**config.mk**
```make
export PLATFORM = sky130hd
export DESIGN_NAME = integer_digit_and_prime_unit_flat
export DESIGN_NICKNAME = d
export VERILOG_FILES = /design/src/idpu_pkg.sv /design/src/idpu_ifs.sv /design/src/integer_digit_and_prime_unit.sv /design/src/flat_wrapper.sv
export SDC_FILE = /design/constraint.sdc
export NUM_CORES = 2
export LEC_CHECK = 0
export BUFFER_PORTS_ARGS = -buffer_cell sky130_fd_sc_hd__buf_2
export CORE_ASPECT_RATIO = 0.6
export CORE_MARGIN = 3
export CORE_UTILIZATION = 60
export CTS_CLUSTER_DIAMETER = 60
export DETAILED_ROUTE_END_ITERATION = 12
export PLACE_DENSITY = 0.8
export SLEW_MARGIN = 15
export SYNTH_ARGS = -nofsm -noshare
export SYNTH_HDL_FRONTEND = slang
export SYNTH_SLANG_ARGS = --single-unit
```
**constraint.sdc**
```tcl
create_clock -name clk_i -period 6.9 [get_ports clk_i]
set_input_delay 1.38 -clock clk_i [delete_from_list [all_inputs] [get_ports clk_i]]
set_output_delay 1.38 -clock clk_i [all_outputs]
set_load 0.02 [all_outputs]
```
**src/idpu_pkg.sv**
```systemverilog
// Shared constants, types and the control program of the integer digit and prime unit.
package idpu_pkg;

  // Operand width; the low DATA_WIDTH bits of the value are used, sign-extended.
  localparam int DATA_WIDTH = 32;
  localparam int CMD_W      = 3;
  localparam int RESULT_W   = 35;
  // Magnitude of a digit reversal or digit sum; one bit less than the signed result.
  localparam int ACC_W      = RESULT_W - 1;
  // Trial divisors stay below sqrt(2^(DATA_WIDTH-1)) + 2.
  localparam int DIV_W      = DATA_WIDTH / 2 + 1;
  localparam int SQ_W       = DATA_WIDTH + 1;
  localparam int BCNT_W     = $clog2(DATA_WIDTH);
  // Reciprocal of ten: (m * RECIP10) >> RECIP_SHIFT is m / 10 for any 32-bit m.
  localparam logic [31:0] RECIP10 = 32'hCCCC_CCCD;
  localparam int RECIP_SHIFT = 35;
  localparam int PROD_W      = DATA_WIDTH + 32;
  localparam int UPC_W       = 4;

  typedef logic [UPC_W-1:0] upc_t;

  typedef enum logic [CMD_W-1:0] {
    CMD_EVEN  = 3'd0,
    CMD_PRIME = 3'd1,
    CMD_PAL   = 3'd2,
    CMD_SIGN  = 3'd3,
    CMD_REV   = 3'd4,
    CMD_DSUM  = 3'd5
  } cmd_e;

  typedef enum logic [1:0] {
    SIGN_ZERO = 2'd0,
    SIGN_POS  = 2'd1,
    SIGN_NEG  = 2'd2
  } sign_e;

  typedef enum logic [3:0] {
    OP_NOP,
    OP_LOAD,
    OP_MUL10,
    OP_DIGIT,
    OP_PRIME_INIT,
    OP_SET_FLAG,
    OP_CLR_FLAG,
    OP_DIV_INIT,
    OP_DIV_STEP,
    OP_NEXT_D,
    OP_EMIT
  } op_e;

  typedef enum logic [3:0] {
    C_NONE,
    C_ALWAYS,
    C_PRIME_CMD,
    C_NOT_DIGIT,
    C_WORK_ZERO,
    C_LE1,
    C_SQ_GT,
    C_DIV_BUSY,
    C_REM_NONZERO
  } cond_e;

  typedef struct packed {
    op_e   op;
    cond_e cond;
    upc_t  target;
  } ctrl_t;

  localparam upc_t PC_IDLE   = 4'd0;
  localparam upc_t PC_DLOOP  = 4'd3;
  localparam upc_t PC_PRIME  = 4'd6;
  localparam upc_t PC_TRIAL  = 4'd8;
  localparam upc_t PC_DIVSTP = 4'd10;
  localparam upc_t PC_EMIT   = 4'd13;

  // Control store: one word per step. A word jumps to its target when its
  // condition holds, else falls through to the next step.
  function automatic ctrl_t ucode(upc_t pc);
    ctrl_t w;
    case (pc)
      4'd0:    w = '{OP_LOAD,       C_NONE,        PC_IDLE};
      4'd1:    w = '{OP_NOP,        C_PRIME_CMD,   PC_PRIME};
      4'd2:    w = '{OP_NOP,        C_NOT_DIGIT,   PC_EMIT};
      4'd3:    w = '{OP_NOP,        C_WORK_ZERO,   PC_EMIT};
      4'd4:    w = '{OP_MUL10,      C_NONE,        PC_IDLE};
      4'd5:    w = '{OP_DIGIT,      C_ALWAYS,      PC_DLOOP};
      4'd6:    w = '{OP_PRIME_INIT, C_LE1,         PC_EMIT};
      4'd7:    w = '{OP_SET_FLAG,   C_NONE,        PC_IDLE};
      4'd8:    w = '{OP_NOP,        C_SQ_GT,       PC_EMIT};
      4'd9:    w = '{OP_DIV_INIT,   C_NONE,        PC_IDLE};
      4'd10:   w = '{OP_DIV_STEP,   C_DIV_BUSY,    PC_DIVSTP};
      4'd11:   w = '{OP_NEXT_D,     C_REM_NONZERO, PC_TRIAL};
      4'd12:   w = '{OP_CLR_FLAG,   C_ALWAYS,      PC_EMIT};
      4'd13:   w = '{OP_EMIT,       C_ALWAYS,      PC_IDLE};
      default: w = '{OP_NOP,        C_ALWAYS,      PC_IDLE};
    endcase
    return w;
  endfunction

endpackage

```
**src/idpu_ifs.sv**
```systemverilog
// Valid/ready channel interfaces for the request and result beats.
interface idpu_req_if;
  logic                                valid;
  logic                                ready;
  logic [idpu_pkg::CMD_W-1:0]          command;
  logic signed [31:0]                  value;
  modport source (output valid, command, value, input ready);
  modport sink   (input valid, command, value, output ready);
endinterface

interface idpu_rsp_if;
  logic                                valid;
  logic                                ready;
  logic                                answer_flag;
  logic [1:0]                          sign_class;
  logic signed [idpu_pkg::RESULT_W-1:0] number_result;
  logic                                status;
  modport source (output valid, answer_flag, sign_class, number_result, status,
                  input ready);
  modport sink   (input valid, answer_flag, sign_class, number_result, status,
                  output ready);
endinterface

```
**src/integer_digit_and_prime_unit.sv**
```systemverilog
// Top level of the integer digit and prime unit: microcoded sequencer and datapath.
//
//   Channel   Direction  Beat contents
//   req_i     in         command (3 bits), value (32 bits signed)
//   rsp_o     out        answer_flag, sign_class, number_result (35 bits), status
//
// Parity, sign and invalid codes go straight from the load to the emit step. Digit commands
// loop once per decimal digit (zero check, multiply by 1/10, accumulate). Primality emits at
// once at or below one, else tries each trial divisor (2, then odd numbers up to the square
// root) with a bit-serial remainder.
// Reset clears the step counter and the result valid flag. A beat is taken only at the
// idle step; the emit step stalls only while an unaccepted result still fills the output.
module integer_digit_and_prime_unit (
  input  logic             clk_i,
  input  logic             rst_ni,
  idpu_req_if.sink         req_i,
  idpu_rsp_if.source       rsp_o
);

  localparam int W = idpu_pkg::DATA_WIDTH;

  // Sequencer state.
  idpu_pkg::upc_t  upc_q, upc_d;
  idpu_pkg::ctrl_t ctrl;
  logic            take_jump;
  logic            hold;

  // Operand registers captured at load.
  logic [idpu_pkg::CMD_W-1:0] cmd_q;
  logic                       neg_q;
  logic [W-1:0]               mag_q;

  // Working registers.
  logic [W-1:0]                    work_q;
  logic [idpu_pkg::ACC_W-1:0]      acc_q;
  logic [idpu_pkg::PROD_W-1:0]     prod_q;
  logic                            flag_q;
  logic [idpu_pkg::DIV_W-1:0]      dvsr_q;
  logic [idpu_pkg::SQ_W-1:0]       sq_q;
  logic [idpu_pkg::DIV_W-1:0]      rem_q;
  logic [idpu_pkg::BCNT_W-1:0]     bcnt_q;

  // Load path: sign-extend the low W bits, then take the magnitude.
  logic [W-1:0] val_low;
  logic         val_neg;
  logic [W-1:0] val_mag;

  // Digit path.
  logic [W-1:0]               quot10;
  logic [W-1:0]               digit_w;
  logic [3:0]                 digit;
  logic [idpu_pkg::ACC_W-1:0] acc_next;

  // Remainder path.
  logic [idpu_pkg::DIV_W:0]   rem_shift;
  logic                       rem_ge;
  logic [idpu_pkg::DIV_W:0]   rem_sub;

  // Result register.
  logic                            out_valid_q;
  logic                            flag_out_q, flag_out_d;
  logic [1:0]                      sign_out_q, sign_out_d;
  logic signed [idpu_pkg::RESULT_W-1:0] num_out_q, num_out_d;
  logic                            status_out_q, status_out_d;
  logic                            emit;

  assign ctrl = idpu_pkg::ucode(upc_q);

  assign val_low = req_i.value[W-1:0];
  assign val_neg = val_low[W-1];
  assign val_mag = val_neg ? (~val_low + W'(1)) : val_low;

  // Divide by ten through the registered reciprocal product.
  assign quot10  = W'(prod_q >> idpu_pkg::RECIP_SHIFT);
  assign digit_w = work_q - ((quot10 << 3) + (quot10 << 1));
  assign digit   = digit_w[3:0];
  always_comb begin
    if (cmd_q == idpu_pkg::CMD_DSUM) begin
      acc_next = acc_q + idpu_pkg::ACC_W'(digit);
    end else begin
      acc_next = (acc_q << 3) + (acc_q << 1) + idpu_pkg::ACC_W'(digit);
    end
  end

  // One restoring step: shift in the next dividend bit, subtract when it fits.
  assign rem_shift = {rem_q, work_q[W-1]};
  assign rem_ge    = rem_shift >= {1'b0, dvsr_q};
  assign rem_sub   = rem_shift - {1'b0, dvsr_q};

  // Jump conditions.
  always_comb begin
    case (ctrl.cond)
      idpu_pkg::C_NONE:        take_jump = 1'b0;
      idpu_pkg::C_ALWAYS:      take_jump = 1'b1;
      idpu_pkg::C_PRIME_CMD:   take_jump = cmd_q == idpu_pkg::CMD_PRIME;
      idpu_pkg::C_NOT_DIGIT:   take_jump = !(cmd_q == idpu_pkg::CMD_PAL ||
                                             cmd_q == idpu_pkg::CMD_REV ||
                                             cmd_q == idpu_pkg::CMD_DSUM);
      idpu_pkg::C_WORK_ZERO:   take_jump = work_q == '0;
      idpu_pkg::C_LE1:         take_jump = neg_q || (mag_q <= W'(1));
      idpu_pkg::C_SQ_GT:       take_jump = sq_q > idpu_pkg::SQ_W'(mag_q);
      idpu_pkg::C_DIV_BUSY:    take_jump = bcnt_q != idpu_pkg::BCNT_W'(W - 1);
      idpu_pkg::C_REM_NONZERO: take_jump = rem_q != '0;
      default:                 take_jump = 1'b0;
    endcase
  end

  // The idle step waits for a request; the emit step waits for a free result slot.
  assign hold = (ctrl.op == idpu_pkg::OP_LOAD && !req_i.valid) ||
                (ctrl.op == idpu_pkg::OP_EMIT && out_valid_q && !rsp_o.ready);
  assign emit = ctrl.op == idpu_pkg::OP_EMIT && !hold;

  assign req_i.ready = ctrl.op == idpu_pkg::OP_LOAD;

  always_comb begin
    if (hold) begin
      upc_d = upc_q;
    end else if (take_jump) begin
      upc_d = ctrl.target;
    end else begin
      upc_d = upc_q + idpu_pkg::UPC_W'(1);
    end
  end

  always_ff @(posedge clk_i or negedge rst_ni) begin
    if (!rst_ni) begin
      upc_q <= idpu_pkg::PC_IDLE;
    end else begin
      upc_q <= upc_d;
    end
  end

  // Datapath registers, driven by the op field of the current control word.
  always_ff @(posedge clk_i) begin
    case (ctrl.op)
      idpu_pkg::OP_LOAD: begin
        if (req_i.valid) begin
          cmd_q  <= req_i.command;
          neg_q  <= val_neg;
          mag_q  <= val_mag;
          work_q <= val_mag;
          acc_q  <= '0;
        end
      end
      idpu_pkg::OP_MUL10: begin
        prod_q <= idpu_pkg::PROD_W'(work_q) * idpu_pkg::PROD_W'(idpu_pkg::RECIP10);
      end
      idpu_pkg::OP_DIGIT: begin
        work_q <= quot10;
        acc_q  <= acc_next;
      end
      idpu_pkg::OP_PRIME_INIT: begin
        flag_q <= 1'b0;
        dvsr_q <= idpu_pkg::DIV_W'(2);
        sq_q   <= idpu_pkg::SQ_W'(4);
      end
      idpu_pkg::OP_SET_FLAG: begin
        flag_q <= 1'b1;
      end
      idpu_pkg::OP_CLR_FLAG: begin
        flag_q <= 1'b0;
      end
      idpu_pkg::OP_DIV_INIT: begin
        work_q <= mag_q;
        rem_q  <= '0;
        bcnt_q <= '0;
      end
      idpu_pkg::OP_DIV_STEP: begin
        work_q <= work_q << 1;
        rem_q  <= rem_ge ? rem_sub[idpu_pkg::DIV_W-1:0] : rem_shift[idpu_pkg::DIV_W-1:0];
        bcnt_q <= bcnt_q + idpu_pkg::BCNT_W'(1);
      end
      idpu_pkg::OP_NEXT_D: begin
        // After 2 come the odd divisors; squares follow by adding 2d+1 or 4d+4.
        if (dvsr_q == idpu_pkg::DIV_W'(2)) begin
          dvsr_q <= idpu_pkg::DIV_W'(3);
          sq_q   <= idpu_pkg::SQ_W'(9);
        end else begin
          dvsr_q <= dvsr_q + idpu_pkg::DIV_W'(2);
          sq_q   <= sq_q + (idpu_pkg::SQ_W'(dvsr_q) << 2) + idpu_pkg::SQ_W'(4);
        end
      end
      default: begin
      end
    endcase
  end

  // Result fields from the command; fields that a command does not define stay zero.
  always_comb begin
    flag_out_d   = 1'b0;
    sign_out_d   = idpu_pkg::SIGN_ZERO;
    num_out_d    = '0;
    status_out_d = 1'b0;
    case (cmd_q)
      idpu_pkg::CMD_EVEN:  flag_out_d = ~mag_q[0];
      idpu_pkg::CMD_PRIME: flag_out_d = flag_q;
      idpu_pkg::CMD_PAL:   flag_out_d = acc_q == idpu_pkg::ACC_W'(mag_q);
      idpu_pkg::CMD_SIGN: begin
        if (neg_q) begin
          sign_out_d = idpu_pkg::SIGN_NEG;
        end else if (mag_q != '0) begin
          sign_out_d = idpu_pkg::SIGN_POS;
        end
      end
      idpu_pkg::CMD_REV, idpu_pkg::CMD_DSUM: begin
        num_out_d = neg_q ? -$signed(idpu_pkg::RESULT_W'(acc_q))
                          : $signed(idpu_pkg::RESULT_W'(acc_q));
      end
      default: status_out_d = 1'b1;
    endcase
  end

  always_ff @(posedge clk_i or negedge rst_ni) begin
    if (!rst_ni) begin
      out_valid_q <= 1'b0;
    end else if (emit) begin
      out_valid_q <= 1'b1;
    end else if (rsp_o.ready) begin
      out_valid_q <= 1'b0;
    end
  end

  always_ff @(posedge clk_i) begin
    if (emit) begin
      flag_out_q   <= flag_out_d;
      sign_out_q   <= sign_out_d;
      num_out_q    <= num_out_d;
      status_out_q <= status_out_d;
    end
  end

  assign rsp_o.valid         = out_valid_q;
  assign rsp_o.answer_flag   = flag_out_q;
  assign rsp_o.sign_class    = sign_out_q;
  assign rsp_o.number_result = num_out_q;
  assign rsp_o.status        = status_out_q;

endmodule
```
**src/flat_wrapper.sv**
```systemverilog
// flat-port wrapper written by rule: the top's interface ports become plain ports
module integer_digit_and_prime_unit_flat 
  (clk_i, rst_ni, req_i_valid, req_i_command, req_i_value, req_i_ready, rsp_o_valid, rsp_o_answer_flag, rsp_o_sign_class, rsp_o_number_result, rsp_o_status, rsp_o_ready);
  idpu_req_if req_i_i ();
  idpu_rsp_if rsp_o_i ();
  input  logic clk_i;
  input  logic rst_ni;
  input wire logic [$bits(req_i_i.valid)-1:0] req_i_valid;
  input wire logic [$bits(req_i_i.command)-1:0] req_i_command;
  input wire logic [$bits(req_i_i.value)-1:0] req_i_value;
  output wire logic [$bits(req_i_i.ready)-1:0] req_i_ready;
  output wire logic [$bits(rsp_o_i.valid)-1:0] rsp_o_valid;
  output wire logic [$bits(rsp_o_i.answer_flag)-1:0] rsp_o_answer_flag;
  output wire logic [$bits(rsp_o_i.sign_class)-1:0] rsp_o_sign_class;
  output wire logic [$bits(rsp_o_i.number_result)-1:0] rsp_o_number_result;
  output wire logic [$bits(rsp_o_i.status)-1:0] rsp_o_status;
  input wire logic [$bits(rsp_o_i.ready)-1:0] rsp_o_ready;
  assign req_i_i.valid = req_i_valid;
  assign req_i_i.command = req_i_command;
  assign req_i_i.value = req_i_value;
  assign req_i_ready = req_i_i.ready;
  assign rsp_o_valid = rsp_o_i.valid;
  assign rsp_o_answer_flag = rsp_o_i.answer_flag;
  assign rsp_o_sign_class = rsp_o_i.sign_class;
  assign rsp_o_number_result = rsp_o_i.number_result;
  assign rsp_o_status = rsp_o_i.status;
  assign rsp_o_i.ready = rsp_o_ready;
  integer_digit_and_prime_unit u_core (.clk_i(clk_i), .rst_ni(rst_ni), .req_i(req_i_i), .rsp_o(rsp_o_i));
endmodule
```
==> summary.md <==
| Metric | Value |
|---|---|
| Status | finished with violations |
| Failing checks | negative setup slack |
| DR iter-0 viols | 3831 |
| Maximum number of pins on one net before global-route repair | 50 |
| CP Max Fanout | 5 |
| Ys async rst share | 0.02024 |
| Worst setup margin | -327.0 ps |
| Total GRT Usage | 0.3938 |
| Clk slew on worst S/H paths | 70 ps |
| Synthesized area per cell | 9.641 um^2 |
| Initial antenna violation count | 7 |
| CTS H-Tree Depth | 1 |
| Via count | 29666 |
| Row count | 67 |
| Count of cell types in the netlist | 77 |
| WL/cell | 24.48 um |
| TritonCTS Buffers | 21 |
| Placer Congestion | 1.054 |
| # fillers | 4009 |
| CTS max path bufs | 3 |
| Skew final | 13.45 ps |
| Clock latency on the worst-skew pair | 520 ps |
| Seq/Total Area, Yosys | 0.2116 |
| Post-synth top area share | 0.2241 |
| DRT Pass-1 Iters | 8 |
| Setup crit end kind | flip-flop |
| Commonest non-fill, non-tap cells in the layout | 644 x inv_1, 439 x buf_4, 433 x ha_1 |
| Antenna Violating Nets Remaining | 0 |
| Die area | 61240 um^2 |
| CTS tree | yes |
| Layout area overhead | 21.12% |
| DIE HEIGHT | 192.9 um |
| Area occupied by registers | 7392 um^2 |
| Largest area contributor in the netlist | fa_1 |
| Synthesized area | 34930 um^2 |
| # DRC | 0 |
| Core ar. | 56670 um^2 |
| First-pass GRT wire length | 181600 um |
| Yosys reg bits | 247 |
| DR vias/cell | 6.074 |
| Proportion of layout cells with a drive suffix above 1 | 0.2180 |
| Slew Viols, Final | 0 |
| Area of the multi-input gates | 26420 um^2 |
| Max_slew headroom | 0.2718 |
| Worst path required time | 7160 ps |
| Gr ovfl total | 0 |
| Hold Fails Final Rpt | 0 |
| I/O pins | 80 |
| Cts-stage hold buffer count | 0 |
| Endpoints failing setup | 24 |
| CP arrival | 7490 ps |
| Number of flops mapped to enable cells by yosys | 242 |
| Vias in the first global route | 29125 |
| Layout Nets | 5064 |
| Ys flop type | edfxtp_1 |
| Clock sinks | 247 |
| RSZ-0062 raised after global routing | true |
| Most common cell after layout, fill and taps aside | inv_1 |
| IO buf count | 79 |
| WS Path Type | flip-flop to flip-flop |
| Startpoint types | flip-flop |
| Fmax | 138.4 MHz |
| Root Buffer | clkbuf_16 |
| Syn Nets | 4576 |
| Tcrit/Tclk final | 1.047 |
| Die span in x | 317.5 um |
| Synth warn | 0 |
| Synth area leaders | fa_1 22%, edfxtp_1 21%, ha_1 19% |
| Final TNS setup | -4309 ps |
| Synth Instances | 3623 |
| Initial Util | 0.6164 |
| Max-Cap Viols | 0 |
| HPWL after DPL | 99300 um |
| Final WL | 119500 um |
| Period minus WS final | 7227 ps |
| Worst slew pin tran | 1092 ps |
| Min-delay worst type | flip-flop to flip-flop |
-- cells by family (layout without fill, tap and decap cells) --
logic type,Yosys count,count (layout),synth area share
other,0,2,0
AOI/OAI and AO/OA,626,626,0.1170
muxes,7,7,0.002042
buffers and inverters,796,1296,0.08565
and+or+nand+nor,767,767,0.1056
xor gates and xnor gates,266,266,0.06670
DFF,247,247,0.2116
adders and majority gates,914,914,0.4114
-- worst max-delay path, stage by stage, from the launching register on --
cell and delay [ps]:
edfxtp_1 450, buf_6 160, ha_4 280, inv_4 40
fa_1 580, fa_1 450, fa_1 520, inv_1 50
fa_2 590, fa_1 440, fa_1 570, inv_2 50
fa_1 550, inv_2 60, ha_4 230, buf_6 130
a21o_1 200, a211o_1 320, a21oi_2 170, nor3b_2 80
o211ai_1 100, nand2b_1 150, a21oi_2 240, o21ai_2 90
xor2_2 460
-- synthesized netlist by cell type (12+ instances only) --
cell and number:
inv_1 694, ha_1 523, fa_1 391, edfxtp_1 242
nand2_1 215, nor2_1 209, a21oi_1 191, xor2_1 150
xnor2_1 116, o21ai_0 113, clkbuf_1 90, a21o_1 71
nand3_1 62, nor3_1 53, nand4_1 39, a211oi_1 38
and3_1 32, nor4_1 32, nand2b_1 26, o31ai_1 26
a222oi_1 22, o21a_1 22, o21bai_1 21, or3_1 21
and2_1 20, nor2b_1 19, a31oi_1 16, o211ai_1 14
o41ai_1 12
-- per-layer routing --
metal	track usage	up-vias	share of wire
met5	0.01032	-	0.0012
met4	0.07118	12	0.023
met3	0.1439	178	0.17
met2	0.5192	1907	0.38
met1	0.6114	14389	0.43
li1	-	13180	-
-- worst paths after layout --
check	slack, ps	cells after the start	endpoint	startpoint
max	-330	24	u_core.prod_q[43]	u_core.work_q[14]
min	590	2	u_core.work_q[6]	u_core.prod_q[41]
max reg2reg	-330	24	u_core.prod_q[43]	u_core.work_q[14]
min reg2reg	590	2	u_core.work_q[6]	u_core.prod_q[41]
max in group asynchronous	6080	1	u_core.upc_q[0]	rst_ni
min in group asynchronous	670	1	u_core.rsp_o.valid	rst_ni
-- metrics by stage --
step	util	std cells	hold WS [ps]	instance area (um^2)	worst slack, ps
2_1_floorplan	-	3623	510.3	34950	12.78
3_3_place_gp	0.6904	4782	531.6	39130	-718.8
3_5_place_dp	0.6904	4782	558.2	39130	-784.7
4_1_cts	0.7336	4877	583.2	41570	-105.2
5_1_grt	0.7465	4883	619.0	42310	-486.1
6_report	0.7466	4884	589.3	42310	-327.0
-- cell type report --
type,count,area share
Multi-Input combinational cell,2580,0.6245
Sequential cell,247,0.1747
Timing Repair Buffer,566,0.1004
Inverter,695,0.06231
Tap cell,759,0.02245
Clock buffer,23,0.01260
Clock inverter,12,0.002869
Antenna cell,2,0.0001183
-- sequential cells by signal, indices dropped and copies added (netlist names), 2 cells and up --
register	count
u_core.rsp_o.number_result	35
u_core.acc_q	34
u_core.mag_q	32
u_core.sq_q	32
u_core.work_q	32
u_core.prod_q	29
u_core.dvsr_q	17
u_core.rem_q	17
u_core.bcnt_q	5
u_core.upc_q	4
u_core.cmd_q	3
u_core.rsp_o.sign_class	2
-- repair_timing --
item,in CTS,in global routing
buffers inserted,63,16
gates resized for setup,251,135
pin swaps,131,81
endpoints found under the setup margin,29,29
Power is left out: the tool's default activity adds up to more than one toggle a clock period on the data nets, which glitch-free logic cannot reach.
